File: src/rtl/opd_pkg.sv
// ----------------------------------------------------------------------------
// opd_pkg
// Shared types and constants of the packet deframer.
// ----------------------------------------------------------------------------
package opd_pkg;

	localparam int LENGTH_WIDTH_DEFAULT = 32;
	localparam int COUNT_WIDTH = 32;
	localparam int QUEUE_DEPTH = 4;

	localparam logic [1:0] KIND_TAG   = 2'd0;
	localparam logic [1:0] KIND_BODY  = 2'd1;
	localparam logic [1:0] KIND_EMPTY = 2'd2;
	localparam logic [1:0] KIND_ERROR = 2'd3;

	typedef struct packed {
		logic [7:0] data_byte;
		logic       stream_end;
	} in_item_t;

	typedef struct packed {
		logic [7:0]             out_byte;
		logic [1:0]             kind;
		logic                   last_of_packet;
		logic [COUNT_WIDTH-1:0] packet_length;
	} out_item_t;

	typedef enum logic [2:0] {
		OP_TAG       = 3'd0,
		OP_BODY      = 3'd1,
		OP_BODY_LAST = 3'd2,
		OP_EMPTY_END = 3'd3,
		OP_ABORT     = 3'd4,
		OP_BAD_TAG   = 3'd5
	} op_e;

	typedef struct packed {
		op_e        op;
		logic [7:0] data;
	} op_t;

endpackage

File: src/rtl/opd_front.sv
// ----------------------------------------------------------------------------
// opd_front
// Parses the byte stream: tags, length octets and body bytes, and issues one
// operation per byte that produces a result.
// ----------------------------------------------------------------------------
module opd_front import opd_pkg::*; #(
	parameter int LENGTH_WIDTH = LENGTH_WIDTH_DEFAULT
) (
	input  logic     clk,
	input  logic     arst_n,
	input  logic     take,
	input  in_item_t item,
	output logic     op_valid,
	output op_t      op
);

	typedef enum logic [4:0] {
		PH_IDLE    = 5'b00001,
		PH_NEWLEN  = 5'b00010,
		PH_NEWLEN2 = 5'b00100,
		PH_MULTI   = 5'b01000,
		PH_BODY    = 5'b10000
	} phase_t;

	phase_t                  phase_q, phase_d;
	logic [31:0]             accum_q, accum_d;
	logic [2:0]              left_q, left_d;
	logic                    partial_q, partial_d;
	logic [LENGTH_WIDTH-1:0] rem_q, rem_d;

	logic        start;
	logic [31:0] slen;
	logic        spart;
	logic [7:0]  b;
	logic [31:0] merged;

	assign b = item.data_byte;
	assign merged = {accum_q[23:0], b};

	always_comb begin
		phase_d   = phase_q;
		accum_d   = accum_q;
		left_d    = left_q;
		partial_d = partial_q;
		rem_d     = rem_q;
		op_valid  = 1'b0;
		op        = '{op: OP_TAG, data: 8'd0};
		start     = 1'b0;
		slen      = 32'd0;
		spart     = 1'b0;
		if (take) begin
			if (item.stream_end) begin
				if (phase_q != PH_IDLE) begin
					op_valid  = 1'b1;
					op        = '{op: OP_ABORT, data: 8'd0};
					phase_d   = PH_IDLE;
					accum_d   = 32'd0;
					left_d    = 3'd0;
					partial_d = 1'b0;
				end
			end else begin
				case (phase_q)
					PH_IDLE: begin
						op_valid = 1'b1;
						if (!b[7] || (!b[6] && b[1:0] == 2'd3)) begin
							op = '{op: OP_BAD_TAG, data: 8'd0};
						end else if (b[6]) begin
							op        = '{op: OP_TAG, data: b};
							partial_d = 1'b0;
							accum_d   = 32'd0;
							phase_d   = PH_NEWLEN;
						end else begin
							op        = '{op: OP_TAG, data: {4'b1000, b[5:2]}};
							partial_d = 1'b0;
							accum_d   = 32'd0;
							left_d    = (b[1:0] == 2'd0) ? 3'd1 :
							            (b[1:0] == 2'd1) ? 3'd2 : 3'd4;
							phase_d   = PH_MULTI;
						end
					end
					PH_NEWLEN: begin
						if (b < 8'd192) begin
							start = 1'b1;
							slen  = {24'd0, b};
						end else if (b <= 8'd223) begin
							accum_d = {16'd0, b - 8'd192, 8'd0} + 32'd192;
							phase_d = PH_NEWLEN2;
						end else if (b < 8'd255) begin
							start = 1'b1;
							spart = 1'b1;
							slen  = 32'd1 << b[4:0];
						end else begin
							accum_d = 32'd0;
							left_d  = 3'd4;
							phase_d = PH_MULTI;
						end
					end
					PH_NEWLEN2: begin
						start = 1'b1;
						slen  = accum_q + {24'd0, b};
					end
					PH_MULTI: begin
						accum_d = merged;
						if (left_q != 3'd0) begin
							left_d = left_q - 3'd1;
						end
						if (left_q <= 3'd1) begin
							start = 1'b1;
							slen  = merged;
						end
					end
					PH_BODY: begin
						op_valid = 1'b1;
						if (rem_q != '0) begin
							rem_d = rem_q - LENGTH_WIDTH'(1);
						end
						if (rem_q <= LENGTH_WIDTH'(1)) begin
							if (partial_q) begin
								op      = '{op: OP_BODY, data: b};
								phase_d = PH_NEWLEN;
							end else begin
								op        = '{op: OP_BODY_LAST, data: b};
								phase_d   = PH_IDLE;
								accum_d   = 32'd0;
								left_d    = 3'd0;
								partial_d = 1'b0;
							end
						end else begin
							op = '{op: OP_BODY, data: b};
						end
					end
					default: begin
						phase_d = PH_IDLE;
					end
				endcase
			end
		end
		if (start) begin
			partial_d = spart;
			accum_d   = 32'd0;
			left_d    = 3'd0;
			if (slen == 32'd0) begin
				if (spart) begin
					phase_d = PH_NEWLEN;
				end else begin
					op_valid = 1'b1;
					op       = '{op: OP_EMPTY_END, data: 8'd0};
					phase_d  = PH_IDLE;
				end
			end else begin
				if ((slen >> LENGTH_WIDTH) != 32'd0) begin
					rem_d = '1;
				end else begin
					rem_d = slen[LENGTH_WIDTH-1:0];
				end
				phase_d = PH_BODY;
			end
		end
	end

	always_ff @(posedge clk or negedge arst_n) begin
		if (!arst_n) begin
			phase_q   <= PH_IDLE;
			accum_q   <= 32'd0;
			left_q    <= 3'd0;
			partial_q <= 1'b0;
			rem_q     <= '0;
		end else begin
			phase_q   <= phase_d;
			accum_q   <= accum_d;
			left_q    <= left_d;
			partial_q <= partial_d;
			rem_q     <= rem_d;
		end
	end

endmodule

File: src/rtl/opd_queue.sv
// ----------------------------------------------------------------------------
// opd_queue
// Short first-in first-out queue of operations between parser and formatter.
// ----------------------------------------------------------------------------
module opd_queue import opd_pkg::*; (
	input  logic clk,
	input  logic arst_n,
	input  logic wr_en,
	input  op_t  wr_op,
	input  logic rd_en,
	output op_t  rd_op,
	output logic q_full,
	output logic q_empty
);

	localparam int AW = $clog2(QUEUE_DEPTH);

	op_t         slots_q [QUEUE_DEPTH];
	logic [AW-1:0] wr_ptr_q, rd_ptr_q;
	logic [AW:0]   count_q;

	assign q_full  = (count_q == (AW+1)'(QUEUE_DEPTH));
	assign q_empty = (count_q == '0);
	assign rd_op   = slots_q[rd_ptr_q];

	always_ff @(posedge clk) begin
		if (wr_en) begin
			slots_q[wr_ptr_q] <= wr_op;
		end
	end

	always_ff @(posedge clk or negedge arst_n) begin
		if (!arst_n) begin
			wr_ptr_q <= '0;
			rd_ptr_q <= '0;
			count_q  <= '0;
		end else begin
			if (wr_en) begin
				wr_ptr_q <= wr_ptr_q + AW'(1);
			end
			if (rd_en) begin
				rd_ptr_q <= rd_ptr_q + AW'(1);
			end
			if (wr_en && !rd_en) begin
				count_q <= count_q + (AW+1)'(1);
			end else if (rd_en && !wr_en) begin
				count_q <= count_q - (AW+1)'(1);
			end
		end
	end

endmodule

File: src/rtl/opd_back.sv
// ----------------------------------------------------------------------------
// opd_back
// Carries out queued operations: keeps the packet byte count and holds the
// current result item in an output register.
// ----------------------------------------------------------------------------
module opd_back import opd_pkg::*; (
	input  logic      clk,
	input  logic      arst_n,
	input  logic      q_empty,
	input  op_t       q_op,
	output logic      q_rd,
	output logic      empty,
	input  logic      pop,
	output out_item_t result
);

	logic                   out_valid_q;
	out_item_t              out_q;
	out_item_t              out_d;
	logic [COUNT_WIDTH-1:0] count_q;
	logic [COUNT_WIDTH-1:0] count_inc;

	assign q_rd      = !q_empty && (!out_valid_q || pop);
	assign empty     = !out_valid_q;
	assign result    = out_q;
	assign count_inc = (count_q == '1) ? count_q : count_q + COUNT_WIDTH'(1);

	always_comb begin
		out_d.out_byte       = 8'd0;
		out_d.kind           = KIND_ERROR;
		out_d.last_of_packet = 1'b1;
		out_d.packet_length  = '0;
		case (q_op.op)
			OP_TAG: begin
				out_d.out_byte       = q_op.data;
				out_d.kind           = KIND_TAG;
				out_d.last_of_packet = 1'b0;
			end
			OP_BODY: begin
				out_d.out_byte       = q_op.data;
				out_d.kind           = KIND_BODY;
				out_d.last_of_packet = 1'b0;
			end
			OP_BODY_LAST: begin
				out_d.out_byte      = q_op.data;
				out_d.kind          = KIND_BODY;
				out_d.packet_length = count_inc;
			end
			OP_EMPTY_END: begin
				out_d.kind          = KIND_EMPTY;
				out_d.packet_length = count_q;
			end
			OP_ABORT: begin
				out_d.packet_length = count_q;
			end
			default: begin
			end
		endcase
	end

	always_ff @(posedge clk) begin
		if (q_rd) begin
			out_q <= out_d;
		end
	end

	always_ff @(posedge clk or negedge arst_n) begin
		if (!arst_n) begin
			out_valid_q <= 1'b0;
			count_q     <= '0;
		end else begin
			if (q_rd) begin
				out_valid_q <= 1'b1;
			end else if (pop) begin
				out_valid_q <= 1'b0;
			end
			if (q_rd) begin
				case (q_op.op)
					OP_TAG: begin
						count_q <= COUNT_WIDTH'(1);
					end
					OP_BODY, OP_BODY_LAST: begin
						count_q <= count_inc;
					end
					default: begin
					end
				endcase
			end
		end
	end

endmodule

File: src/rtl/openpgp_packet_deframer.sv
// ----------------------------------------------------------------------------
// openpgp_packet_deframer
// Splits a byte stream into packets and reports tag, body and end items.
// ----------------------------------------------------------------------------
// The block takes one byte per clock cycle and gives at most one result item
// per byte, so it sustains one byte per cycle as long as results are popped
// at that pace. A parser decodes tags and lengths combinationally, byte by
// byte, and writes each result operation into a four-entry queue; a formatter
// reads the queue, keeps the packet byte count and presents the item in an
// output register; a result thus passes a queue slot, then that register. Full
// rises only when the queue is full, which takes a stalled result side.
module openpgp_packet_deframer import opd_pkg::*; #(
	parameter int LENGTH_WIDTH = LENGTH_WIDTH_DEFAULT
) (
	input  logic      clk,
	input  logic      arst_n,
	input  logic      push,
	output logic      full,
	input  in_item_t  item,
	output logic      empty,
	input  logic      pop,
	output out_item_t result
);

	logic take;
	logic op_valid;
	op_t  op;
	logic q_full;
	logic q_empty;
	logic q_rd;
	op_t  q_op;

	assign full = q_full;
	assign take = push && !q_full;

	opd_front #(
		.LENGTH_WIDTH(LENGTH_WIDTH)
	) u_front (
		.clk     (clk),
		.arst_n  (arst_n),
		.take    (take),
		.item    (item),
		.op_valid(op_valid),
		.op      (op)
	);

	opd_queue u_queue (
		.clk    (clk),
		.arst_n (arst_n),
		.wr_en  (op_valid),
		.wr_op  (op),
		.rd_en  (q_rd),
		.rd_op  (q_op),
		.q_full (q_full),
		.q_empty(q_empty)
	);

	opd_back u_back (
		.clk    (clk),
		.arst_n (arst_n),
		.q_empty(q_empty),
		.q_op   (q_op),
		.q_rd   (q_rd),
		.empty  (empty),
		.pop    (pop),
		.result (result)
	);

endmodule

File: config.mk
export PLATFORM = sky130hd
export DESIGN_NAME = openpgp_packet_deframer
export DESIGN_NICKNAME = d
export VERILOG_FILES = /design/src/rtl/opd_pkg.sv /design/src/rtl/opd_front.sv /design/src/rtl/opd_queue.sv /design/src/rtl/opd_back.sv /design/src/rtl/openpgp_packet_deframer.sv
export SDC_FILE = /design/constraint.sdc
export NUM_CORES = 1
export LEC_CHECK = 0
export BUFFER_PORTS_ARGS = -buffer_cell sky130_fd_sc_hd__buf_4
export CAP_MARGIN = 20
export CORE_MARGIN = 2
export CORE_UTILIZATION = 49
export CTS_BUF_LIST = sky130_fd_sc_hd__clkbuf_4 sky130_fd_sc_hd__clkbuf_8
export CTS_CLUSTER_DIAMETER = 60
export CTS_CLUSTER_SIZE = 24
export DETAILED_ROUTE_END_ITERATION = 12
export GPL_TIMING_DRIVEN = 0
export PLACE_DENSITY_LB_ADDON = 0.15
export SLEW_MARGIN = 30
export SYNTH_ARGS = -nofsm -noshare
export SYNTH_HDL_FRONTEND = slang
export SYNTH_SLANG_ARGS = --single-unit
File: constraint.sdc
create_clock -name clk -period 9.5 [get_ports clk]
set_clock_uncertainty 0.05 [all_clocks]
set_input_delay 0 -clock clk [delete_from_list [all_inputs] [get_ports clk]]
set_output_delay 0 -clock clk [all_outputs]
set_load 0.02 [all_outputs]
==> summary.md <==
| Metric | Value |
|---|---|
| Clk sink count | 200 |
| Hold path cells | 4 |
| Die Width | 159 um |
| Initial antenna violation count | 0 |
| Worst-Skew Late Latency | 0.50 ns |
| Final Hold Viols | 0 |
| Synth Register Bits | 200 |
| Hold Path Class | in -> reg |
| Async S/R FF share, synth | 0.565 |
| RSZ-0062 raised after global routing | false |
| Setup violators final | 0 |
| Hold Slack | 0.0238 ns |
| Vias in the first global route | 9734 |
| H-tree levels | 4 |
| Min-Delay Endpoint | u_front.left_q[1]$_DFFE_PN0P_ |
| Crit end category | flip-flop |
| Unique cell type count in the Yosys netlist | 73 |
| Worst-path clk slew | 0.13 ns |
| Mapped Nets | 1278 |
| Crit path DAT | 5.92 ns |
| Hpwl dp | 23.5 mm |
| R2r endpoint | u_queue.count_q[1]$_DFFE_PN0P_ |
| Antenna Nets Post-Route | 0 |
| Length in cells of the worst reg-to-reg path | 15 |
| Worst endpoint required time | 9.85 ns |
| Hold_sp | item[2] |
| Leak | 5.31 nW |
| Sequential share of the synthesized area | 0.460 |
| Multi-input logic area | 5910 um^2 |
| Flip-flop and latch area | 5440 um^2 |
| Max clock buf depth | 2 |
| Post-synth top area share | 0.237 |
| Max cap viols | 0 |
| Grt total ovfl | 0 |
| Core area | 23600 um^2 |
| Post-synth top area cell | dfrtp_1 |
| WL final | 32.3 mm |
| Row cnt | 56 |
| Status | complete, no violations |
| Routed length per instance | 19.5 um |
| Main flop type after synthesis | dfrtp_1 |
| First-pass GRT wire length | 52.3 mm |
| Vias per inst | 6.10 |
| Via count | 10100 |
| Filler cells | 2094 |
| Peak VDD IR | 0.135 mV |
| Die area | 25400 um^2 |
| Die span in y | 159 um |
| Top post-synthesis cells by area | dfrtp_1, edfxtp_1, o21ai_0, o31ai_1, nor2_1 |
| Crit-path max FO | 10 |
| Post-route DRC violation count | 0 |
| Synth Instances | 1241 |
| Worst-margin pin slew | 1.01 ns |
| GRT Util Overall | 0.256 |
| # diodes | 0 |
| Setup Buffers After CTS | 0 |
| Period utilization | 0.586 |
| RD Place Congestion | 0.935 |
| Drt pass-1 iters | 6 |
| Initial DRC Count | 1010 |
| RR Startpoint | u_front.phase_q[4]$_DFFE_PN0P_ |
| Slew Viols, Final | 0 |
| I/O Buffers | 57 |
| Synth-to-layout area growth | 12.1% |
| Boundary Pins | 58 |
| Root Buffer | clkbuf_8 |
| Final min period | 5.57 ns |
| Initial core utilization | 0.501 |
| Post-synth EDFFs | 87 |
| P per Cell Area | 218 nW/um^2 |
| CP startpoint kind | flip-flop |
| Yosys warnings | 0 |
| Worst reg2reg setup slack | 3.93 ns |
| Nets | 1364 |
| Kind of critical path | reg -> reg |
| Fmax | 0.180 GHz |
| Slew headroom | 0.319 |
| Avg Cell Area, Syn | 9.54 um^2 |
| Setup_tns | 0 ns |
| Share of cells above drive strength 1 | 0.121 |
| Mapped Area | 11800 um^2 |
| CTS tree | done |
| Largest net degree at the start of global routing | 75 |
| CTS Buf Count | 17 |
| Post-CTS sizing | 0 |
per-layer routing:
| layer | GRT usage | share of wire | up-vias |
|---|---|---|---|
| li1 | - | - | 4768 |
| met3 | 0.0375 | 0.057 | 73 |
| met2 | 0.426 | 0.47 | 406 |
| met4 | 0.0876 | 0.032 | 0 |
| met1 | 0.345 | 0.44 | 4875 |
| met5 | 0 | 0 | - |
power breakdown:
| group | switching [mW] | internal, mW | total (mW) |
|---|---|---|---|
| Clock | 0.378 | 0.212 | 0.589 |
| Combinational | 0.743 | 0.413 | 1.16 |
| Sequential | 0.0790 | 1.07 | 1.15 |
cell usage after synthesis (8+ instances only):
cell type	n
edfxtp_1	87
mux2_2	14
buf_2	13
or2_2	8
mux2i_1	19
nor4_1	16
a21oi_1	35
a31oi_1	9
nand2b_1	17
nand4_1	23
nor2b_1	17
dfrtp_1	112
nand3_1	66
clkbuf_1	60
nor2_1	105
nand2_1	86
a21o_1	10
o21a_1	9
o31ai_1	57
mux4_2	11
or3_1	12
inv_1	51
nor3_1	39
and3_1	22
o21ai_0	132
and4_1	10
ha_1	22
xnor2_1	43
xor2_1	18
a22oi_1	14
cell families (layout without fill, tap and decap cells):
group | Yosys count | in the layout | share of synthesized area
buf+inv | 129 | 228 | 0.0430
mux | 45 | 45 | 0.0513
xor+xnor | 61 | 61 | 0.0451
fa+ha+maj | 24 | 24 | 0.0266
simple gates | 455 | 455 | 0.198
compound gates | 327 | 327 | 0.177
flops | 200 | 200 | 0.460
final cells by class:
cell class,count,area share
clock buffers,17,0.0176
flip-flops and latches,200,0.410
plain buffers,78,0.0239
multi-input cells,912,0.445
repair buffers,67,0.0432
inverters,51,0.0144
well taps,319,0.0301
clock inverters,15,0.0156
through the flow:
step	total power [mW]	cells	setup WS [ns]	cell area [um^2]	util
detailed placement	2.32	1619	4.05	12700	0.539
floorplan	1.93	1241	5.27	11800	-
global route	3.07	1659	3.65	13300	0.562
global placement	2.29	1617	4.17	12700	0.536
finish	2.90	1659	3.93	13300	0.562
CTS	2.91	1659	4.04	13300	0.562
worst max-delay path, stage by stage (launching register included):
cell and delay, ns:
dfrtp_1 0.43, nor4_1 0.88, and2_1 0.23, clkbuf_1 0.42, clkbuf_1 0.45, clkbuf_1 0.43
a222oi_1 0.27, nand4_1 0.19, or2_2 0.14, nor3_1 0.05, a31oi_1 0.72, inv_1 0.21
ha_1 0.28, inv_1 0.07, fa_1 0.40, mux2_2 0.26
cell usage in the layout, fill, tap and decap left out, types with 6 or more instances in the layout:
cell | netlist | layout
buf_2 | 13 | 13
nand3_1 | 66 | 66
a22oi_1 | 14 | 14
inv_1 | 51 | 50
xor2_1 | 18 | 18
nand4_1 | 23 | 23
and4_1 | 10 | 10
clkbuf_8 | 0 | 17
nand2_1 | 86 | 86
dlygate4sd3_1 | 0 | 7
nor2_1 | 105 | 105
mux2_2 | 14 | 14
xnor2_1 | 43 | 43
ha_1 | 22 | 22
o21a_1 | 9 | 9
a21oi_1 | 35 | 35
nor4_1 | 16 | 16
a22o_1 | 6 | 6
or2_2 | 8 | 8
a221oi_1 | 6 | 6
buf_4 | 2 | 58
o22ai_1 | 6 | 6
o21ai_0 | 132 | 132
a31oi_1 | 9 | 9
nor3_1 | 39 | 39
mux2i_1 | 19 | 19
or3_1 | 12 | 12
o31ai_1 | 57 | 57
a21o_1 | 10 | 10
nand2b_1 | 17 | 17
clkbuf_1 | 60 | 60
and2_1 | 7 | 7
mux4_2 | 11 | 11
a222oi_1 | 7 | 7
and3_1 | 22 | 22
edfxtp_1 | 87 | 87
nor2b_1 | 17 | 13
dfrtp_1 | 112 | 112
sequential cells by signal, indices dropped and copies added, names as in the netlist:
name	count
u_queue.slots_q	44
u_back.result	43
u_back.count_q	32
u_front.accum_q	32
u_front.rem_q	32
u_front.phase_q	5
u_front.left_q	3
u_queue.count_q	3
u_queue.rd_ptr_q	2
u_queue.wr_ptr_q	2
u_back.out_valid_q	1
u_front.partial_q	1
how the worst max path moves through the flow:
stage                                    from                               to  slack [ns]  cells after the start
2_1_floorplan  u_front.accum_q[0]$_DFFE_PN0P_   u_queue.count_q[2]$_DFFE_PN0P_        5.27                     20
3_3_place_gp   u_front.accum_q[2]$_DFFE_PN0P_  u_queue.slots_q[0][9]$_DFFE_PP_        4.17                     12
3_5_place_dp   u_front.phase_q[4]$_DFFE_PN0P_   u_queue.count_q[1]$_DFFE_PN0P_        4.05                     15
4_1_cts        u_front.phase_q[4]$_DFFE_PN0P_   u_queue.count_q[1]$_DFFE_PN0P_        4.04                     15
5_1_grt        u_front.accum_q[0]$_DFFE_PN0P_   u_queue.count_q[2]$_DFFE_PN0P_        3.65                     20
6_report       u_front.phase_q[4]$_DFFE_PN0P_   u_queue.count_q[1]$_DFFE_PN0P_        3.93                     15
what timing repair did:
item / 4_1_cts / 5_1_grt
endpoints found under the setup margin: 0 / 0
hold buffers: 8 / 0
endpoints found under the hold margin: 124 / 0
Power figures use the tool's default switching activity.
